===== src/rtl/core/dhms_pkg.sv =====
// Shared types and constants for the dual H-bridge motor sequencer core.
// No dependencies; all other files of the block refer to this package.
package dhms_pkg;

  localparam int unsigned PauseW  = 16;
  localparam int unsigned RunW    = 22;
  localparam int unsigned PeriodW = 16;
  localparam int unsigned SenseW  = 12;
  localparam int unsigned CfgIdxW = 3;

  typedef enum logic [1:0] {
    REQ_TICK = 2'd0,
    REQ_UP   = 2'd1,
    REQ_DOWN = 2'd2,
    REQ_STOP = 2'd3
  } req_t;

  typedef enum logic [1:0] {
    MODE_STOP  = 2'd0,
    MODE_UP    = 2'd1,
    MODE_DOWN  = 2'd2,
    MODE_PAUSE = 2'd3
  } mode_t;

  typedef enum logic [2:0] {
    EV_NONE    = 3'd0,
    EV_START   = 3'd1,
    EV_STOP    = 3'd2,
    EV_TIMEOUT = 3'd3,
    EV_STALL   = 3'd4
  } event_t;

  typedef enum logic [CfgIdxW-1:0] {
    REG_REVERSE_PAUSE = 3'd0,
    REG_SAFETY_TIMEOUT = 3'd1,
    REG_SAMPLE_PERIOD = 3'd2,
    REG_GRACE = 3'd3,
    REG_RUN_THRESHOLD = 3'd4
  } reg_idx_t;

  localparam logic [PauseW-1:0]  ReversePauseRst  = 16'd500;
  localparam logic [RunW-1:0]    SafetyTimeoutRst = 22'd60000;
  localparam logic [PeriodW-1:0] SamplePeriodRst  = 16'd1000;
  localparam logic [PauseW-1:0]  GraceRst         = 16'd500;
  localparam logic [SenseW-1:0]  RunThresholdRst  = 12'd1400;

  typedef struct packed {
    logic [PauseW-1:0]  reverse_pause;
    logic [RunW-1:0]    safety_timeout;
    logic [PeriodW-1:0] sample_period;
    logic [PauseW-1:0]  grace;
    logic [SenseW-1:0]  run_threshold;
  } cfg_t;

  // Per-motor decoded request.
  typedef struct packed {
    logic tick;
    logic move;
    logic stop;
    logic down;
  } cmd_t;

  function automatic logic [1:0] bridge_of(mode_t m);
    logic [1:0] b;
    case (m)
      MODE_UP:   b = 2'b01;
      MODE_DOWN: b = 2'b10;
      default:   b = 2'b00;
    endcase
    return b;
  endfunction

endpackage


===== src/rtl/core/dual_hbridge_motor_sequencer_core.sv =====
// Top level of the dual H-bridge motor sequencer: request register, two motor
// channels, configuration registers and the result register. Uses dhms_pkg.
//
//   Channel   Direction  Handshake              Payload
//   in        in         in_valid / in_stall    req_type, motor_sel, sense_mv_a, sense_mv_b
//   out       out        out_valid / out_stall  bridge_a/b, mode_a/b, event_a/b
//   cfg       in         cfg_valid / cfg_ready  cfg_index, cfg_data
//
// An accepted request waits in the request register, which feeds the motor update
// logic; the result register takes its output unless a held result stalls it.
// One request is accepted every cycle while the result side keeps up.
// When a held result blocks a full request register, that register holds too and
// in_stall rises. Reset clears motor state and valid flags; config takes its defaults.
module dual_hbridge_motor_sequencer_core (
  input  logic                         clk,
  input  logic                         rst,
  input  logic                         in_valid,
  output logic                         in_stall,
  input  logic [1:0]                   req_type,
  input  logic                         motor_sel,
  input  logic [dhms_pkg::SenseW-1:0]  sense_mv_a,
  input  logic [dhms_pkg::SenseW-1:0]  sense_mv_b,
  output logic                         out_valid,
  input  logic                         out_stall,
  output logic [1:0]                   bridge_a,
  output logic [1:0]                   bridge_b,
  output logic [1:0]                   mode_a,
  output logic [1:0]                   mode_b,
  output logic [2:0]                   event_a,
  output logic [2:0]                   event_b,
  input  logic                         cfg_valid,
  output logic                         cfg_ready,
  input  logic [dhms_pkg::CfgIdxW-1:0] cfg_index,
  input  logic [dhms_pkg::RunW-1:0]    cfg_data
);

  logic                        req_full;
  dhms_pkg::req_t              req_q;
  logic                        sel_q;
  logic [dhms_pkg::SenseW-1:0] sense_a_q;
  logic [dhms_pkg::SenseW-1:0] sense_b_q;

  logic             advance;
  logic             in_take;
  dhms_pkg::cfg_t   cfg;
  dhms_pkg::cmd_t   cmd_a;
  dhms_pkg::cmd_t   cmd_b;
  dhms_pkg::mode_t  mode_a_next;
  dhms_pkg::mode_t  mode_b_next;
  dhms_pkg::event_t event_a_next;
  dhms_pkg::event_t event_b_next;

  assign advance   = req_full && !(out_valid && out_stall);
  assign in_stall  = req_full && !advance;
  assign in_take   = in_valid && !in_stall;
  assign cfg_ready = 1'b1;

  always_ff @(posedge clk) begin
    if (rst) begin
      req_full <= 1'b0;
    end else if (in_take) begin
      req_full <= 1'b1;
    end else if (advance) begin
      req_full <= 1'b0;
    end
  end

  always_ff @(posedge clk) begin
    if (in_take) begin
      req_q     <= dhms_pkg::req_t'(req_type);
      sel_q     <= motor_sel;
      sense_a_q <= sense_mv_a;
      sense_b_q <= sense_mv_b;
    end
  end

  always_comb begin
    cmd_a.tick = (req_q == dhms_pkg::REQ_TICK);
    cmd_a.move = ((req_q == dhms_pkg::REQ_UP) || (req_q == dhms_pkg::REQ_DOWN)) && !sel_q;
    cmd_a.stop = (req_q == dhms_pkg::REQ_STOP) && !sel_q;
    cmd_a.down = (req_q == dhms_pkg::REQ_DOWN);
    cmd_b.tick = cmd_a.tick;
    cmd_b.move = ((req_q == dhms_pkg::REQ_UP) || (req_q == dhms_pkg::REQ_DOWN)) && sel_q;
    cmd_b.stop = (req_q == dhms_pkg::REQ_STOP) && sel_q;
    cmd_b.down = cmd_a.down;
  end

  dhms_cfg u_cfg (
    .clk      (clk),
    .rst      (rst),
    .wr_en    (cfg_valid && cfg_ready),
    .wr_index (cfg_index),
    .wr_data  (cfg_data),
    .cfg      (cfg)
  );

  dhms_motor u_motor_a (
    .clk        (clk),
    .rst        (rst),
    .step       (advance),
    .cmd        (cmd_a),
    .sense      (sense_a_q),
    .cfg        (cfg),
    .mode_next  (mode_a_next),
    .event_next (event_a_next)
  );

  dhms_motor u_motor_b (
    .clk        (clk),
    .rst        (rst),
    .step       (advance),
    .cmd        (cmd_b),
    .sense      (sense_b_q),
    .cfg        (cfg),
    .mode_next  (mode_b_next),
    .event_next (event_b_next)
  );

  always_ff @(posedge clk) begin
    if (rst) begin
      out_valid <= 1'b0;
    end else if (advance) begin
      out_valid <= 1'b1;
    end else if (!out_stall) begin
      out_valid <= 1'b0;
    end
  end

  always_ff @(posedge clk) begin
    if (advance) begin
      bridge_a <= dhms_pkg::bridge_of(mode_a_next);
      bridge_b <= dhms_pkg::bridge_of(mode_b_next);
      mode_a   <= mode_a_next;
      mode_b   <= mode_b_next;
      event_a  <= event_a_next;
      event_b  <= event_b_next;
    end
  end

  // The input side only backs up when a held result blocks the request register.
  a_stall_cause: assert property (@(posedge clk) disable iff (rst)
    in_stall |-> (req_full && out_valid && out_stall))
    else $error("in_stall without a blocked result");

  // A request in the request register reaches the result register next cycle
  // unless the result side is stalled.
  a_advance: assert property (@(posedge clk) disable iff (rst)
    (req_full && !(out_valid && out_stall)) |=> out_valid)
    else $error("request did not produce a result");

  // A start report on motor A always comes with a driven bridge in a running mode.
  a_start_runs: assert property (@(posedge clk) disable iff (rst)
    (out_valid && (event_a == dhms_pkg::EV_START)) |->
      ((mode_a == dhms_pkg::MODE_UP) || (mode_a == dhms_pkg::MODE_DOWN)) && (bridge_a != 2'b00))
    else $error("motor A started without driving its bridge");

  // Any stop report on motor B leaves it stopped with its bridge off.
  a_stop_off: assert property (@(posedge clk) disable iff (rst)
    (out_valid && ((event_b == dhms_pkg::EV_STOP) || (event_b == dhms_pkg::EV_TIMEOUT) ||
                   (event_b == dhms_pkg::EV_STALL))) |->
      ((mode_b == dhms_pkg::MODE_STOP) && (bridge_b == 2'b00)))
    else $error("motor B reported a stop but is still driven");

  // A command addresses one motor, so a stop reported on motor A comes with no event on B.
  a_one_cmd: assert property (@(posedge clk) disable iff (rst)
    (out_valid && (event_a == dhms_pkg::EV_STOP)) |-> (event_b == dhms_pkg::EV_NONE))
    else $error("stop request reported on both motors");

endmodule


===== src/rtl/core/dhms_cfg.sv =====
// Configuration register file for the motor sequencer.
// Depends on dhms_pkg for the register index codes and the cfg_t struct.
module dhms_cfg (
  input  logic                        clk,
  input  logic                        rst,
  input  logic                        wr_en,
  input  logic [dhms_pkg::CfgIdxW-1:0] wr_index,
  input  logic [dhms_pkg::RunW-1:0]    wr_data,
  output dhms_pkg::cfg_t              cfg
);

  dhms_pkg::cfg_t regs;

  always_ff @(posedge clk) begin
    if (rst) begin
      regs.reverse_pause  <= dhms_pkg::ReversePauseRst;
      regs.safety_timeout <= dhms_pkg::SafetyTimeoutRst;
      regs.sample_period  <= dhms_pkg::SamplePeriodRst;
      regs.grace          <= dhms_pkg::GraceRst;
      regs.run_threshold  <= dhms_pkg::RunThresholdRst;
    end else if (wr_en) begin
      case (dhms_pkg::reg_idx_t'(wr_index))
        dhms_pkg::REG_REVERSE_PAUSE:  regs.reverse_pause  <= wr_data[dhms_pkg::PauseW-1:0];
        dhms_pkg::REG_SAFETY_TIMEOUT: regs.safety_timeout <= wr_data;
        dhms_pkg::REG_SAMPLE_PERIOD:  regs.sample_period  <= wr_data[dhms_pkg::PeriodW-1:0];
        dhms_pkg::REG_GRACE:          regs.grace          <= wr_data[dhms_pkg::PauseW-1:0];
        dhms_pkg::REG_RUN_THRESHOLD:  regs.run_threshold  <= wr_data[dhms_pkg::SenseW-1:0];
        default: begin
        end
      endcase
    end
  end

  assign cfg = regs;

endmodule


===== src/rtl/core/dhms_motor.sv =====
// State and per-request update logic for one motor channel.
// Depends on dhms_pkg for the mode, event, command and configuration types.
module dhms_motor (
  input  logic                        clk,
  input  logic                        rst,
  input  logic                        step,
  input  dhms_pkg::cmd_t              cmd,
  input  logic [dhms_pkg::SenseW-1:0] sense,
  input  dhms_pkg::cfg_t              cfg,
  output dhms_pkg::mode_t             mode_next,
  output dhms_pkg::event_t            event_next
);

  dhms_pkg::mode_t              mode;
  logic                         pend_down;
  logic [dhms_pkg::PauseW-1:0]  pause_count;
  logic [dhms_pkg::RunW-1:0]    run_elapsed;
  logic [dhms_pkg::PeriodW-1:0] sample_phase;

  logic                         pend_down_next;
  logic [dhms_pkg::PauseW-1:0]  pause_count_next;
  logic [dhms_pkg::RunW-1:0]    run_elapsed_next;
  logic [dhms_pkg::PeriodW-1:0] sample_phase_next;

  logic [dhms_pkg::PauseW-1:0]  pause_inc;
  logic [dhms_pkg::RunW-1:0]    run_inc;
  logic [dhms_pkg::PeriodW-1:0] phase_inc;
  dhms_pkg::mode_t              run_mode;

  // Saturating increments.
  assign pause_inc = (&pause_count) ? pause_count : pause_count + 1'b1;
  assign run_inc   = (&run_elapsed) ? run_elapsed : run_elapsed + 1'b1;
  assign phase_inc = (&sample_phase) ? sample_phase : sample_phase + 1'b1;

  always_comb begin
    mode_next         = mode;
    event_next        = dhms_pkg::EV_NONE;
    pend_down_next    = pend_down;
    pause_count_next  = pause_count;
    run_elapsed_next  = run_elapsed;
    sample_phase_next = sample_phase;
    run_mode          = pend_down ? dhms_pkg::MODE_DOWN : dhms_pkg::MODE_UP;

    if (cmd.stop) begin
      mode_next  = dhms_pkg::MODE_STOP;
      event_next = dhms_pkg::EV_STOP;
    end else if (cmd.move) begin
      pend_down_next   = cmd.down;
      pause_count_next = '0;
      mode_next        = dhms_pkg::MODE_PAUSE;
      // With no pause configured the motor starts within the same request.
      if (cfg.reverse_pause == '0) begin
        mode_next         = cmd.down ? dhms_pkg::MODE_DOWN : dhms_pkg::MODE_UP;
        run_elapsed_next  = '0;
        sample_phase_next = '0;
        event_next        = dhms_pkg::EV_START;
      end
    end else if (cmd.tick) begin
      case (mode)
        dhms_pkg::MODE_PAUSE: begin
          pause_count_next = pause_inc;
          if (pause_inc >= cfg.reverse_pause) begin
            mode_next         = run_mode;
            run_elapsed_next  = '0;
            sample_phase_next = '0;
            pause_count_next  = '0;
            event_next        = dhms_pkg::EV_START;
          end
        end
        dhms_pkg::MODE_UP, dhms_pkg::MODE_DOWN: begin
          run_elapsed_next = run_inc;
          if (run_inc >= cfg.safety_timeout) begin
            mode_next  = dhms_pkg::MODE_STOP;
            event_next = dhms_pkg::EV_TIMEOUT;
          end else begin
            sample_phase_next = phase_inc;
            if (phase_inc >= cfg.sample_period) begin
              sample_phase_next = '0;
              if ((run_inc >= {{(dhms_pkg::RunW-dhms_pkg::PauseW){1'b0}}, cfg.grace}) &&
                  (sense < cfg.run_threshold)) begin
                mode_next  = dhms_pkg::MODE_STOP;
                event_next = dhms_pkg::EV_STALL;
              end
            end
          end
        end
        default: begin
        end
      endcase
    end
  end

  always_ff @(posedge clk) begin
    if (rst) begin
      mode         <= dhms_pkg::MODE_STOP;
      pend_down    <= 1'b0;
      pause_count  <= '0;
      run_elapsed  <= '0;
      sample_phase <= '0;
    end else if (step) begin
      mode         <= mode_next;
      pend_down    <= pend_down_next;
      pause_count  <= pause_count_next;
      run_elapsed  <= run_elapsed_next;
      sample_phase <= sample_phase_next;
    end
  end

endmodule

===== config.mk =====
export PLATFORM = sky130hd
export DESIGN_NAME = dual_hbridge_motor_sequencer_core
export DESIGN_NICKNAME = d
export VERILOG_FILES = /design/src/rtl/core/dhms_pkg.sv /design/src/rtl/core/dual_hbridge_motor_sequencer_core.sv /design/src/rtl/core/dhms_cfg.sv /design/src/rtl/core/dhms_motor.sv
export SDC_FILE = /design/constraint.sdc
export NUM_CORES = 1
export LEC_CHECK = 0
export BUFFER_PORTS_ARGS = -buffer_cell sky130_fd_sc_hd__buf_2
export CAP_MARGIN = 20
export CELL_PAD_IN_SITES_DETAIL_PLACEMENT = 1
export CELL_PAD_IN_SITES_GLOBAL_PLACEMENT = 2
export CORE_MARGIN = 5
export CORE_UTILIZATION = 43
export CTS_BUF_LIST = sky130_fd_sc_hd__clkbuf_4 sky130_fd_sc_hd__clkbuf_8
export CTS_CLUSTER_DIAMETER = 80
export DETAILED_ROUTE_END_ITERATION = 10
export GPL_TIMING_DRIVEN = 0
export HOLD_SLACK_MARGIN = 0.15
export PLACE_DENSITY = 0.94
export SYNTH_ARGS = -nofsm -noshare
export SYNTH_HDL_FRONTEND = slang
export SYNTH_HIERARCHICAL = 1
export SYNTH_SLANG_ARGS = --single-unit

===== constraint.sdc =====
create_clock -name clk -period 6.5 [get_ports clk]
set_input_delay 1.95 -clock clk [delete_from_list [all_inputs] [get_ports clk]]
set_output_delay 1.95 -clock clk [all_outputs]
set_load 0.01 [all_outputs]

==> reports/metrics.yaml <==
outcome:
  outcome: "completed"
yosys:
  ys_seq_area_share_pct: 31.54
  synth_cells: 1946
  synth_edf_count: 41
  synth_seq_cells: 239
  synthFlopType: "dfxtp_1"
  yosysUniqueCellTypes: 77
  yosysMostFrequentCell: "inv_1"
  synth.top_cell.area_share_pct: 24.07
  synth.area.top_cells: "dfxtp_1 24%, ha_1 13%, edfxtp_1 7.5%, mux2i_1 5.7%, inv_1 4.6%"
  synthArstFlopShare_pct: 0
  synth_area_um2: 16470
  synthesis.nets: 2178
  syn-mean-instance-area_um2: 8.464
  synth_top_area_cell: "dfxtp_1"
  synthTopCellsByCount: "204 x inv_1, 198 x dfxtp_1, 175 x ha_1, 135 x a21oi_1"
  ys_warn_count: 6
clocking:
  ctsResizeCount: 0
  clk_pin_slew_worst_paths_ns: 0.07
  cts-hold-fix-buffers: 0
  clock_latency_ns: 0.63
  clockBufferDepth: 3
  htree_levels: 2
  cts-root-buf: "clkbuf_8"
  numCtsBuffers: 47
  cts_tree: "built"
  cts_sinks: 239
  cts_setup_buffers: 0
die:
  die_h_um: 205.7
  start_util_pct: 43.63
  die_w_um: 205.7
  rows: 71
  core_um2: 37760
  dieArea_um2: 42320
  ios: 74
global_route:
  grt_pass1_wl_um: 84970
  met1_usage_pct: 31.74
  busiest_layer: "met2"
  gr-total-overflow: 0
  grt_max_degree: 29
  grt_use_met3_pct: 4.634
  grtUsageMet2_pct: 43.36
  grt_usage_pct: 25.42
  grt_pass1_vias: 15790
  antenna_found_initial: 3
layout:
  area_growth_pct: 11.89
  drive_gt1_share_pct: 11.42
  multi_input_area_um2: 10140
  num-nets-final: 2300
  fillCellCount: 4614
  fin_util_pct: 48.81
  fin_cells: 2614
  seq_area_um2: 5195
timing:
  tightest_slew_ns: 1.026
  post-route-period-util_pct: 86.75
  finalSetupViolations: 0
  layout_setup_ws_ns: 0.8611
  rsz0062_at_grt: "false"
  tns_ns: 0
  maxSlewViolCount: 0
  timing.fmax_mhz: 177.3
  finalHoldViolations: 0
  fin_crit_ns: 5.639
  finalClockSkew_ns: 0.03302
  max_slew_margin_pct: 30.94
detailed_routing:
  vias: 15090
  drtAntennaViolNets: 0
  drtPass1Iterations: 5
  drcViolationCount: 0
  drt_iter0_markers: 807
  via_per_inst: 5.774
  routed_wl_um: 54050
  routedWlPerCell_um: 20.68
worst_hold_path:
  hold_class: "register to register"
placement:
  gp_congestion: 0.8814
  port_buffers: 72
  hpwl_um: 41960
  dpl.cell_count: 2530
  place_ws_ns: 1.127
run:
  cap_violations: 0
power:
  powerDensity_nw_per_um2: 190.4
  leakagePower_nw: 8.263
  max-vdd-ir-drop_uv: 126.4
critical_path:
  required_ns: 7.00
  cp-start-kind: "register"
  endpoint_kind: "register"
  cp.arrival_ns: 6.13
  path_max_fanout: 10
  crit_type: "register to register"
path summary, 6_finish.rpt:
kind,startpoint,depth (start not counted),slack [ns],end
max,u_motor_b/run_elapsed[0],15,0.86,u_motor_b/sample_phase[4]
min,u_motor_b/pend_down,2,0.48,u_motor_b/pend_down
max reg2reg,u_motor_b/run_elapsed[0],15,0.86,u_motor_b/sample_phase[4]
min reg2reg,u_motor_b/pend_down,2,0.48,u_motor_b/pend_down
layout by cell type, fill, tap and decap left out, drive strengths merged, types with 10 or more instances in the layout:
cell type,synthesis,layout
nand3,79,79
dfxtp,198,198
clkinv,0,10
a31o,12,12
nor3,36,36
nand4,38,38
a2111oi,10,10
a21o,22,22
or4,20,20
inv,204,204
edfxtp,41,41
nand2,134,134
buf,38,111
o21ai,74,74
clkbuf,44,115
ha,175,175
o21a,10,10
nor2b,22,22
nand2b,95,95
a211oi,20,20
a22oi,20,20
xnor2,40,40
and2,14,14
mux2i,94,94
nor4,22,22
o211ai,26,26
xor2,36,36
a21oi,136,136
and3,18,18
nor2,132,132
o31ai,10,10
worst max-delay path: stages (launching register included):
cell and delay [ns]:
dfxtp_1 0.42, ha_1 0.27, nand3_1 0.12, nor4_1 0.88, nand2_1 0.51, and3_1 0.35
xor2_1 0.16, ha_1 0.30, nand4_1 0.18, nor4_1 0.56, o311ai_0 0.29, a31o_2 0.33
a21oi_1 0.31, clkbuf_1 0.45, a2111oi_0 0.14, a31o_2 0.24
cells by family after synthesis:
logic type | Yosys count | share of synthesized area [%]
flops | 239 | 31.54
xor+xnor | 76 | 4.041
mux | 98 | 5.986
other cells | 1 | 0.02277
buf+inv | 286 | 7.004
simple gates | 658 | 21.71
compound gates | 413 | 16.40
fa+ha+maj | 175 | 13.29
sequential cells by signal, indices dropped and copies added (netlist names):
| signal | cells |
|---|---|
| sense_b_q | 12 |
| bridge_a | 2 |
| mode_a | 2 |
| u_motor_a/pause_count | 16 |
| req_full | 1 |
| u_motor_b/pend_down | 1 |
| mode_b | 2 |
| u_motor_b/mode | 2 |
| bridge_b | 2 |
| sel_q | 1 |
| u_motor_a/run_elapsed | 22 |
| sense_a_q | 12 |
| u_motor_b/run_elapsed | 22 |
| u_cfg/cfg | 82 |
| u_motor_b/sample_phase | 16 |
| event_b | 3 |
| req_q | 2 |
| event_a | 3 |
| u_motor_a/pend_down | 1 |
| out_valid | 1 |
| u_motor_b/pause_count | 16 |
| u_motor_a/mode | 2 |
| u_motor_a/sample_phase | 16 |
routing by layer:
metal / wire (um) / vias up
met4: 2002 / 0
li1: - / 7215
met1: 23770 / 7443
met2: 25660 / 317
met5: 0 / -
met3: 2618 / 118
area by class of cell:
| class | count | share of cell area (%) |
|---|---|---|
| Clock inverter | 11 | 0.2919 |
| Multi-Input combinational cell | 1421 | 55.00 |
| Sequential cell | 239 | 28.19 |
| Tap cell | 511 | 3.469 |
| Timing Repair Buffer | 73 | 2.037 |
| Clock buffer | 71 | 4.725 |
| Antenna cell | 2 | 0.02716 |
| Buffer | 82 | 2.105 |
| Inverter | 204 | 4.155 |
per-stage QoR:
| step | hold slack, ns | area (um2) | total power, mW |
|---|---|---|---|
| floorplan | 0.4485 | 16470 | 1.819 |
| global placement | 0.4621 | 17470 | 1.955 |
| detailed placement | 0.4710 | 17500 | 1.972 |
| CTS | 0.4784 | 18420 | 3.547 |
| global route | 0.5007 | 18430 | 3.663 |
| finish | 0.4819 | 18430 | 3.508 |
power by group:
group / total (mW) / leakage [nW] / switching [mW] / internal [mW]
Clock: 1.56 / 0.499 / 0.710 / 0.849
Combinational: 0.377 / 5.76 / 0.255 / 0.122
Sequential: 1.57 / 2.00 / 0.0287 / 1.54
Total: 3.51 / 8.26 / 0.994 / 2.51
Power figures use the tool's default switching activity.
